[config.mk]
export PLATFORM = sky130hd
export DESIGN_NAME = s_expression_lexer
export DESIGN_NICKNAME = d
export VERILOG_FILES = /design/src/rtl/core/sel_pkg.sv /design/src/rtl/core/s_expression_lexer.sv
export SDC_FILE = /design/constraint.sdc
export NUM_CORES = 1
export LEC_CHECK = 0
export ABC_AREA = 1
export BUFFER_PORTS_ARGS = -buffer_cell sky130_fd_sc_hd__buf_2
export CAP_MARGIN = 20
export CORE_ASPECT_RATIO = 1.1
export CORE_MARGIN = 2
export CORE_UTILIZATION = 30
export DETAILED_ROUTE_END_ITERATION = 10
export HOLD_SLACK_MARGIN = 0.12
export PLACE_DENSITY = 0.52
export RECOVER_POWER = 100
export SYNTH_ARGS = -nofsm -noshare
export SYNTH_HDL_FRONTEND = slang
export SYNTH_SLANG_ARGS = --single-unit
[constraint.sdc]
create_clock -name clk -period 3.3 [get_ports clk]
set_clock_uncertainty 0.15 [all_clocks]
set_input_delay 0.66 -clock clk [delete_from_list [all_inputs] [get_ports clk]]
set_output_delay 0.66 -clock clk [all_outputs]
set_load 0.005 [all_outputs]
[src/rtl/core/sel_pkg.sv]
`timescale 1ns / 1ps

package sel_pkg;

  localparam int unsigned CfgWidth  = 10;
  localparam int unsigned LineWidth = 20;
  localparam logic [CfgWidth-1:0]  MaxIdLengthReset = 10'd127;
  localparam logic [LineWidth-1:0] LineMax          = 20'hFFFFF;

  localparam logic [7:0] ChTab    = 8'h09;
  localparam logic [7:0] ChNl     = 8'h0A;
  localparam logic [7:0] ChVt     = 8'h0B;
  localparam logic [7:0] ChFf     = 8'h0C;
  localparam logic [7:0] ChCr     = 8'h0D;
  localparam logic [7:0] ChSpace  = 8'h20;
  localparam logic [7:0] ChLParen = 8'h28;
  localparam logic [7:0] ChRParen = 8'h29;
  localparam logic [7:0] ChZero   = 8'h30;
  localparam logic [7:0] ChNine   = 8'h39;
  localparam logic [7:0] ChColon  = 8'h3A;
  localparam logic [7:0] ChSemi   = 8'h3B;
  localparam logic [7:0] ChBar    = 8'h7C;

  typedef enum logic [2:0] {
    TOK_LBRACKET = 3'd0,
    TOK_RBRACKET = 3'd1,
    TOK_IDENT    = 3'd2,
    TOK_NUMBER   = 3'd3,
    TOK_EOI      = 3'd4
  } token_kind_t;

  typedef struct packed {
    logic [7:0] char_byte;
    logic       end_of_input;
  } char_t;

  typedef struct packed {
    logic [2:0]           token_kind;
    logic [7:0]           text_byte;
    logic                 text_valid;
    logic                 token_end;
    logic                 length_limited;
    logic [LineWidth-1:0] line_number;
  } token_t;

endpackage

[src/rtl/core/s_expression_lexer.sv]
`timescale 1ns / 1ps
// Results are registered into the result queue below and shown on tok in order.
// Throughput: one request per cycle; a request yields zero to two results, which
// leave one per cycle while tok_ready is high from a four-entry result queue, so
// requests stall only while the queue holds three or more results.
// Reset (rst, synchronous): lexer idle, line count zero, queue empty, limit 127.
module s_expression_lexer (
  input  logic                       clk,
  input  logic                       rst,
  input  logic                       cfg_valid,
  output logic                       cfg_ready,
  input  logic [sel_pkg::CfgWidth-1:0] cfg_data,
  input  logic                       char_valid,
  output logic                       char_ready,
  input  sel_pkg::char_t             char_req,
  output logic                       tok_valid,
  input  logic                       tok_ready,
  output sel_pkg::token_t            tok
);
  import sel_pkg::*;

  typedef enum logic [2:0] {
    MODE_IDLE,
    MODE_COMMENT,
    MODE_COLON,
    MODE_TEXT,
    MODE_QUOTED
  } mode_t;

  logic [CfgWidth-1:0]  max_id_length;
  mode_t                mode, mode_next;
  logic [7:0]           held_char, held_char_next;
  logic                 held_valid, held_valid_next;
  logic                 is_number, is_number_next;
  logic [CfgWidth-1:0]  text_count, text_count_next;
  logic [LineWidth-1:0] line_count, line_count_next;

  token_t               fifo [4];
  logic [1:0]           wr_ptr, rd_ptr;
  logic [2:0]           fill;

  logic [7:0]           c;
  logic                 eoi;
  logic [CfgWidth-1:0]  lim_eff;
  logic                 lim_hit;
  logic                 is_space, ends_bare;
  logic [2:0]           text_kind;
  logic                 first_v, second_v;
  token_t               first_res, second_res;
  token_t               res0, res1;
  logic [1:0]           n_res;
  logic                 accept, pop;

  assign c         = char_req.char_byte;
  assign eoi       = char_req.end_of_input;
  assign lim_eff   = (max_id_length == '0) ? CfgWidth'(1) : max_id_length;
  assign lim_hit   = text_count >= lim_eff;
  assign is_space  = (c == ChSpace) || (c == ChTab) || (c == ChNl) || (c == ChVt)
                     || (c == ChFf) || (c == ChCr);
  assign ends_bare = is_space || (c == ChLParen) || (c == ChRParen) || (c == ChSemi)
                     || (c == ChBar);
  assign text_kind = is_number ? TOK_NUMBER : TOK_IDENT;

  assign cfg_ready  = 1'b1;
  assign char_ready = (fill <= 3'd2);
  assign accept     = char_valid && char_ready;
  assign tok_valid  = (fill != 3'd0);
  assign tok        = fifo[rd_ptr];
  assign pop        = tok_valid && tok_ready;

  always_comb begin
    logic do_finish;
    logic do_append;
    logic run_idle;
    mode_next       = mode;
    held_char_next  = held_char;
    held_valid_next = held_valid;
    is_number_next  = is_number;
    text_count_next = text_count;
    line_count_next = line_count;
    do_finish       = 1'b0;
    do_append       = 1'b0;
    run_idle        = 1'b0;
    first_v         = 1'b0;
    second_v        = 1'b0;
    first_res       = '{token_kind: text_kind, text_byte: held_char, text_valid: 1'b1,
                        token_end: 1'b0, length_limited: 1'b0, line_number: line_count};
    second_res      = '{token_kind: TOK_EOI, text_byte: 8'd0, text_valid: 1'b0,
                        token_end: 1'b1, length_limited: 1'b0, line_number: line_count};

    case (mode)
      MODE_COMMENT: begin
        if (eoi) begin
          mode_next = MODE_IDLE;
          second_v  = 1'b1;
        end else if (c == ChNl) begin
          if (line_count != LineMax) line_count_next = line_count + 1'b1;
          mode_next = MODE_IDLE;
        end
      end
      MODE_COLON: begin
        if (eoi) begin
          do_finish = 1'b1;
          run_idle  = 1'b1;
        end else begin
          is_number_next  = 1'b0;
          held_char_next  = c;
          held_valid_next = 1'b1;
          text_count_next = CfgWidth'(1);
          mode_next       = MODE_TEXT;
        end
      end
      MODE_TEXT: begin
        if (!eoi && !ends_bare) begin
          do_append = 1'b1;
        end else begin
          do_finish = 1'b1;
          run_idle  = 1'b1;
        end
      end
      MODE_QUOTED: begin
        if (eoi) begin
          do_finish = 1'b1;
          run_idle  = 1'b1;
        end else if (c == ChBar) begin
          do_finish = 1'b1;
        end else begin
          do_append = 1'b1;
        end
      end
      default: run_idle = 1'b1;
    endcase

    // drop text beyond the limit
    if (do_append && !lim_hit) begin
      first_v         = held_valid;
      held_char_next  = c;
      held_valid_next = 1'b1;
      text_count_next = text_count + 1'b1;
    end

    if (do_finish) begin
      first_v         = 1'b1;
      first_res       = '{token_kind: text_kind, text_byte: held_valid ? held_char : 8'd0,
                          text_valid: held_valid, token_end: 1'b1,
                          length_limited: lim_hit, line_number: line_count};
      held_valid_next = 1'b0;
      held_char_next  = 8'd0;
      text_count_next = '0;
      is_number_next  = 1'b0;
      mode_next       = MODE_IDLE;
    end

    // the terminating character is taken again as the start of the next token
    if (run_idle) begin
      if (eoi) begin
        second_v = 1'b1;
      end else if ((c == ChSpace) || (c == ChTab) || (c == ChCr)) begin
        mode_next = MODE_IDLE;
      end else if (c == ChNl) begin
        if (line_count != LineMax) line_count_next = line_count + 1'b1;
      end else if (c == ChSemi) begin
        mode_next = MODE_COMMENT;
      end else if (c == ChLParen) begin
        second_v              = 1'b1;
        second_res.token_kind = TOK_LBRACKET;
      end else if (c == ChRParen) begin
        second_v              = 1'b1;
        second_res.token_kind = TOK_RBRACKET;
      end else begin
        held_valid_next = 1'b0;
        held_char_next  = 8'd0;
        text_count_next = '0;
        is_number_next  = 1'b0;
        if (c == ChColon) begin
          mode_next = MODE_COLON;
        end else if (c == ChBar) begin
          mode_next = MODE_QUOTED;
        end else begin
          is_number_next  = (c >= ChZero) && (c <= ChNine);
          held_char_next  = c;
          held_valid_next = 1'b1;
          text_count_next = CfgWidth'(1);
          mode_next       = MODE_TEXT;
        end
      end
    end

    res0  = first_v ? first_res : second_res;
    res1  = second_res;
    n_res = {1'b0, first_v} + {1'b0, second_v};
  end

  always_ff @(posedge clk) begin
    if (rst) begin
      max_id_length <= MaxIdLengthReset;
      mode          <= MODE_IDLE;
      held_char     <= 8'd0;
      held_valid    <= 1'b0;
      is_number     <= 1'b0;
      text_count    <= '0;
      line_count    <= '0;
      wr_ptr        <= '0;
      rd_ptr        <= '0;
      fill          <= '0;
    end else begin
      if (cfg_valid) max_id_length <= cfg_data;
      if (accept) begin
        mode       <= mode_next;
        held_char  <= held_char_next;
        held_valid <= held_valid_next;
        is_number  <= is_number_next;
        text_count <= text_count_next;
        line_count <= line_count_next;
        wr_ptr     <= wr_ptr + n_res;
      end
      if (pop) rd_ptr <= rd_ptr + 1'b1;
      fill <= fill + (accept ? {1'b0, n_res} : 3'd0) - {2'b00, pop};
    end
  end

  always_ff @(posedge clk) begin
    if (accept && (n_res != 2'd0)) fifo[wr_ptr] <= res0;
    if (accept && (n_res == 2'd2)) fifo[wr_ptr + 2'd1] <= res1;
  end

endmodule

==> results of run 1 <==
-- flip-flops by register name, indices dropped and copies added, names as in the netlist, 3 cells and up, named ones only --
signal	count
fifo	136
fill	3
held_char	8
line_count	20
max_id_length	10
mode	3
text_count	10
-- area by class of cell --
type,count,area share (%)
Tap cell,426,4.24
Multi-Input combinational cell,865,36.8
Inverter,117,3.88
Sequential cell,198,38.6
Clock buffer,17,3.39
Timing Repair Buffer,172,11.8
Clock inverter,15,1.24
-- placed cells by master (no fill, tap or decap), types with 8 or more instances in the layout --
master     synthesis  final
buf_2              6     59
a21oi_2            9     10
inv_1             97     86
o21ai_0          137    137
nand2_4            8     10
nand4_1           10     10
edfxtp_1          88     88
nand3_1           39     39
o21ai_1           40     40
dfxtp_1          110    108
nor2_2             7     22
a21oi_1           60     59
ha_1              18     13
xor2_1             8      8
buf_4              1     81
buf_12             0     10
nor2_1           229    213
nand2_2           27     22
clkbuf_16          0     25
inv_2             16     23
o22ai_1           38     38
nand2_1          179    178
-- critical path, cell delays in order (launching register included) --
cell     delay (ns)
dfxtp_1        0.31
inv_2          0.05
nand4_1        0.10
o31ai_1        0.25
ha_1           0.27
inv_1          0.05
nand2_1        0.05
a21oi_2        0.10
nor4_1         0.05
nor2_1         0.09
buf_4          0.13
nand2_4        0.06
inv_8          0.06
nand2_8        0.04
nand2_4        0.07
inv_2          0.04
ha_4           0.27
nand2_4        0.05
ha_4           0.21
inv_2          0.06
ha_4           0.12
inv_2          0.03
fa_2           0.32
xor2_1         0.16
inv_1          0.06
nor2_1         0.03
-- metrics by stage --
step | hold WS [ns] | total power [mW] | utilization, %
2_1_floorplan | 0.273 | 4.08 | -
3_3_place_gp | 0.286 | 4.86 | 35.4
3_5_place_dp | 0.294 | 4.89 | 35.4
4_1_cts | 0.265 | 6.97 | 37.3
5_1_grt | 0.285 | 7.45 | 38.7
6_report | 0.280 | 7.04 | 38.7
-- metal layers --
layer	track usage, %	vias to the layer above	wire (um)
li1	-	4407	-
met1	21.5	4071	12900
met2	27.2	188	13800
met3	2.90	27	1270
met4	4.04	0	403
met5	0	-	0
-- cell families (layout without fill, tap and decap cells) --
kind of cell	after synthesis	count (layout)	synth area share, %
simple gates	531	531	24.0
compound gates	305	305	16.9
flops	198	198	48.7
buf+inv	172	321	7.05
fa+ha+maj	19	19	2.47
xor+xnor	9	9	0.793
other cells	1	1	0.0377
-- final timing paths --
path	depth (start not counted)	endpoint	start
min reg2reg	2	fifo[2][30]$_SDFFE_PP0P_	fifo[2][30]$_SDFFE_PP0P_
max	25	fill[2]$_SDFF_PP0_	max_id_length[5]$_SDFFE_PP1P_
max reg2reg	25	fill[2]$_SDFF_PP0_	max_id_length[5]$_SDFFE_PP1P_
min	3	max_id_length[0]$_SDFFE_PP1P_	cfg_data[0]
-- report_power, final --
part | switching [mW] | leakage [nW] | internal [mW]
registers | 0.120 | 1.75 | 2.75
clock network | 1.05 | 0.279 | 1.01
logic | 1.28 | 2.86 | 0.824
total | 2.45 | 4.89 | 4.58
-- repair_timing --
action	4_1_cts	5_1_grt
setup buffers	3	4
setup endpoints to repair	142	212
pin swaps	4	12
cloned	0	10
hold buffers	0	0
gates resized for setup	10	58
==> metrics, run 1 <==
status=complete, but fails checks; failing checks=negative setup slack; largest net degree at the start of global routing=69; post-synth cell types=50; Overflow after GRT=0; total CTS buffers=17; drt pass-1 iters=5; fraction of layout cells with a size suffix above 1=roughly a quarter; row count=69; post-route setup slack=-0.0358 ns; Area growth, synth to finish=26.4%; Root Buffer=clkbuf_16; syn avg cell area=8.05 um^2; top post-synthesis cells by area=edfxtp_1, dfxtp_1, nor2_1, o21ai_0, nand2_1; DRT Wirelength=about 28000 um; reg2reg setup slack=-0.04 ns; Worst Tran Pin Value=0.752 ns; pwr/cell area=approximately 560 mW/mm^2; Die H=around 200 um; top fanout value on the critical path=2; Seq/Total Area, Yosys=48.7%; worst-skew pair later-pin latency=0.44 ns; design area=0.0126 mm^2; unrepaired setup endpoints after global routing=true; fin cells=about 1800; GPL Wtd Cong=0.812; routed via count=about 8700; DR iter-0 viols=585; Max Cap Violations=0; multi-input logic area=0.00463 mm^2; worst hold path class=primary input to flop; Worst Path Arrival=3.50 ns; initial core utilization=30.6%; Post-route DRC=0; CP Launch Type=flop; synthesized area=0.00994 mm^2; kind of critical path=flop to flop; Yosys top cell area share=26.6%; # H-tree levels=4; dpl hpwl=19100 um; Fillers=3404; IO Pins=61; Post-layout nets=1414; cell area after placement=0.0115 mm^2; final setup fails=2; most frequent cell after synthesis=nor2_1; Post-synth top cells=nor2_1, nand2_1, o21ai_0; clock transition at the registers of the reported paths=around 0.080 ns; Slew headroom=49.8%; CTS tree=yes; synth warn=0; Yosys reg bits=198; Routed WL per cell=15.7 um; Antenna diodes=0; FF/Latch Area=~0.0048 mm^2; fmax=0.300 GHz; worst vdd rail ir drop=264 uV; vias in the first global route=8292; CP Capture Type=flop; syn_nets=around 1300; initial antenna violation count=0; first-pass GRT wire length=44300 um; Pleak=4.89 nW; count of final hold-check violations=0; Post-synth ARST share=0%; All-Layer GR Usage=about 16%; vias per cell=4.80; Critical Path RT=3.47 ns; DIE AREA=0.0346 mm^2; port bufs=59; Die Wd=178 um; Syn Inst Count=approximately 1200; TNS Setup=-0.0427 ns; Longest Clk Path Bufs=2; Pins Over Slew Limit=0; Placed Instances=1761; core area=0.0325 mm^2; Primary FF master, synth=dfxtp_1; Final Cycle Share=101%; Yosys top cell by area=edfxtp_1; Post-Place Setup Slack=-0.208 ns; min Tclk post-route=3.34 ns; antenna-violating nets left=0; CTS Sinks=approximately 200; Post-synth EDFFs=88
Power figures use the tool's default switching activity.
==> run 2: changes to the inputs <==
--- a/config.mk
+++ b/config.mk
@@ -8,7 +8,7 @@
 export ABC_AREA = 1
 export BUFFER_PORTS_ARGS = -buffer_cell sky130_fd_sc_hd__buf_2
 export CAP_MARGIN = 20
-export CORE_ASPECT_RATIO = 1.1
+export CORE_ASPECT_RATIO = 0.5
 export CORE_MARGIN = 2
 export CORE_UTILIZATION = 30
 export DETAILED_ROUTE_END_ITERATION = 10
==> metrics, run 2 (synthesis results as in run 1) <==
antenna-violating nets left=0; Post-CTS Hold Fix Bufs=0; port bufs=59; Logic pwr share=29.4%; kind of critical path=flop to flop; first-pass GRT wire length=between 40000 and 50000 um; DR iter-0 viols=approximately 670; initial core utilization=30.3%; Overflow after GRT=0; Pins Over Slew Limit=0; Antenna diodes=0; CP bufs+invs=8; row count=47; dpl hpwl=19700 um; All-Layer GR Usage=around 17%; worst hold path class=primary input to flop; core area=0.0328 mm^2; Int Power=4.63 mW; fraction of layout cells with a size suffix above 1=21.1%; Largest register FFs=136; Longest Clk Path Bufs=2; drt pass-1 iters=5; Critical Path RT=3.46 ns; DIE AREA=0.0347 mm^2; final setup fails=2; P_sw=2.46 mW; power share of the clock group=30.1%; sw frac=between 30% and 40%; min Tclk post-route=3.33 ns; failing checks=negative setup slack; Worst Tran Pin Value=0.897 ns; post-route setup slack=-0.0325 ns; Largest Register=fifo; fmax=0.300 GHz; Min Hold Slack=0.288 ns; Worst Path Arrival=3.50 ns; status=complete, but fails checks; Area growth, synth to finish=26.4%; total CTS buffers=17; Fillers=3308; largest net degree at the start of global routing=69; Routed WL per cell=16.2 um; Top Registers=fifo x136, line_count x20; GPL Wtd Cong=approximately 0.85; clock transition at the registers of the reported paths=0.07 ns; CTS Sinks=198; unrepaired setup endpoints after global routing=true; routed via count=8943; top fanout value on the critical path=2; Pleak=4.79 nW; Die Wd=261 um; Post-route DRC=0; Slowest Stage Delay on Critical Path=0.33 ns; CP Launch Type=flop; worst-skew pair later-pin latency=0.44 ns; Die H=133 um; Max Cap Violations=0; worst vdd rail ir drop=374 uV; count of final hold-check violations=0; commonest non-fill, non-tap cell in the layout=nor2_1; DRT Wirelength=29600 um; Finished Core Util=about two fifths; Worst path slowest cell=fa_2; Slew headroom=between 40% and 50%; vias in the first global route=8576; CTS tree=yes; Final Cycle Share=101%; cell family with most CP delay=adder cells; pwr/cell area=565 mW/mm^2; Root Buffer=clkbuf_16; CP Capture Type=flop; vias per cell=4.88; # H-tree levels=4; initial antenna violation count=2; commonest cells after routing, fill and taps aside=nor2_1, nand2_1, o21ai_0; Post-layout nets=1420; Seq pwr share=40.5%; IO Pins=61
## run 2: changes by cell type in the layout (fill, tap and decap cells not counted), moves of 6 or more
cell,change
buf_2,-36
nor2_2,-6
clkbuf_1,+35
buf_12,+9
nor2_1,+8
## run 2: routing by layer
metal,share of wire [%],global-route usage (%),vias to the layer above
met5,0.044,0,-
met4,1.2,2.87,2
met3,4.7,3.58,26
met2,48,28.0,202
met1,46,22.5,4291
li1,-,-,4422
## run 2: power groups by stage
stage | clock network (mW) | logic [mW] | registers [mW]
4_1_cts | 2.18 | 2.04 | 2.87
6_report | 2.14 | 2.08 | 2.88
2_1_floorplan | 0 | 1.19 | 2.89
3_5_place_dp | 0 | 2.00 | 2.92
3_3_place_gp | 0 | 1.97 | 2.92
5_1_grt | 2.28 | 2.32 | 2.90
## run 2: worst min-delay path, delay by kind of cell
family | cells | cell delay, ns
AOI/OAI and AO/OA | 2 | 0.11
buffers and inverters | 1 | 0.08
## run 2: worst paths after layout
kind,cells after the start,startpoint,slack (ns),to
setup reg to reg,25,max_id_length[5]$_SDFFE_PP1P_,-0.03,fill[2]$_SDFF_PP0_
hold reg to reg,2,fifo[2][24]$_SDFFE_PP0P_,0.30,fifo[2][24]$_SDFFE_PP0P_
setup / recovery,25,max_id_length[5]$_SDFFE_PP1P_,-0.03,fill[2]$_SDFF_PP0_
hold / removal,3,cfg_data[6],0.29,max_id_length[6]$_SDFFE_PP1P_
## run 2: what timing repair did
| item | 4_1_cts | 5_1_grt |
|---|---|---|
| gates resized for setup | 16 | 43 |
| gates cloned | 0 | 8 |
| buffers inserted | 5 | 4 |
| pin swaps | 5 | 9 |
| endpoints found under the setup margin | 219 | 218 |
## run 2: layout make-up
class	count	area (um^2)	share of cell area (%)
well taps	441	552	4.39
multi-input cells	865	4560	36.3
flip-flops and latches	198	4850	38.6
clock buffers	18	450	3.58
repair buffers	178	1530	12.2
inverters	117	472	3.75
clock inverters	14	154	1.22
## run 2: through the flow
stage,area (um^2),TNS (ns),cells,power [mW],worst slack [ns]
after floorplan,10000,-0.569,1235,4.08,-0.200
after global placement,11600,-13.46,1782,4.89,-0.199
after detailed placement,11600,-26.87,1782,4.92,-0.263
after CTS,12300,-0.0626,1819,7.10,-0.0512
after global routing,12600,-26.69,1831,7.49,-0.223
final,12600,-0.0334,1831,7.10,-0.0325
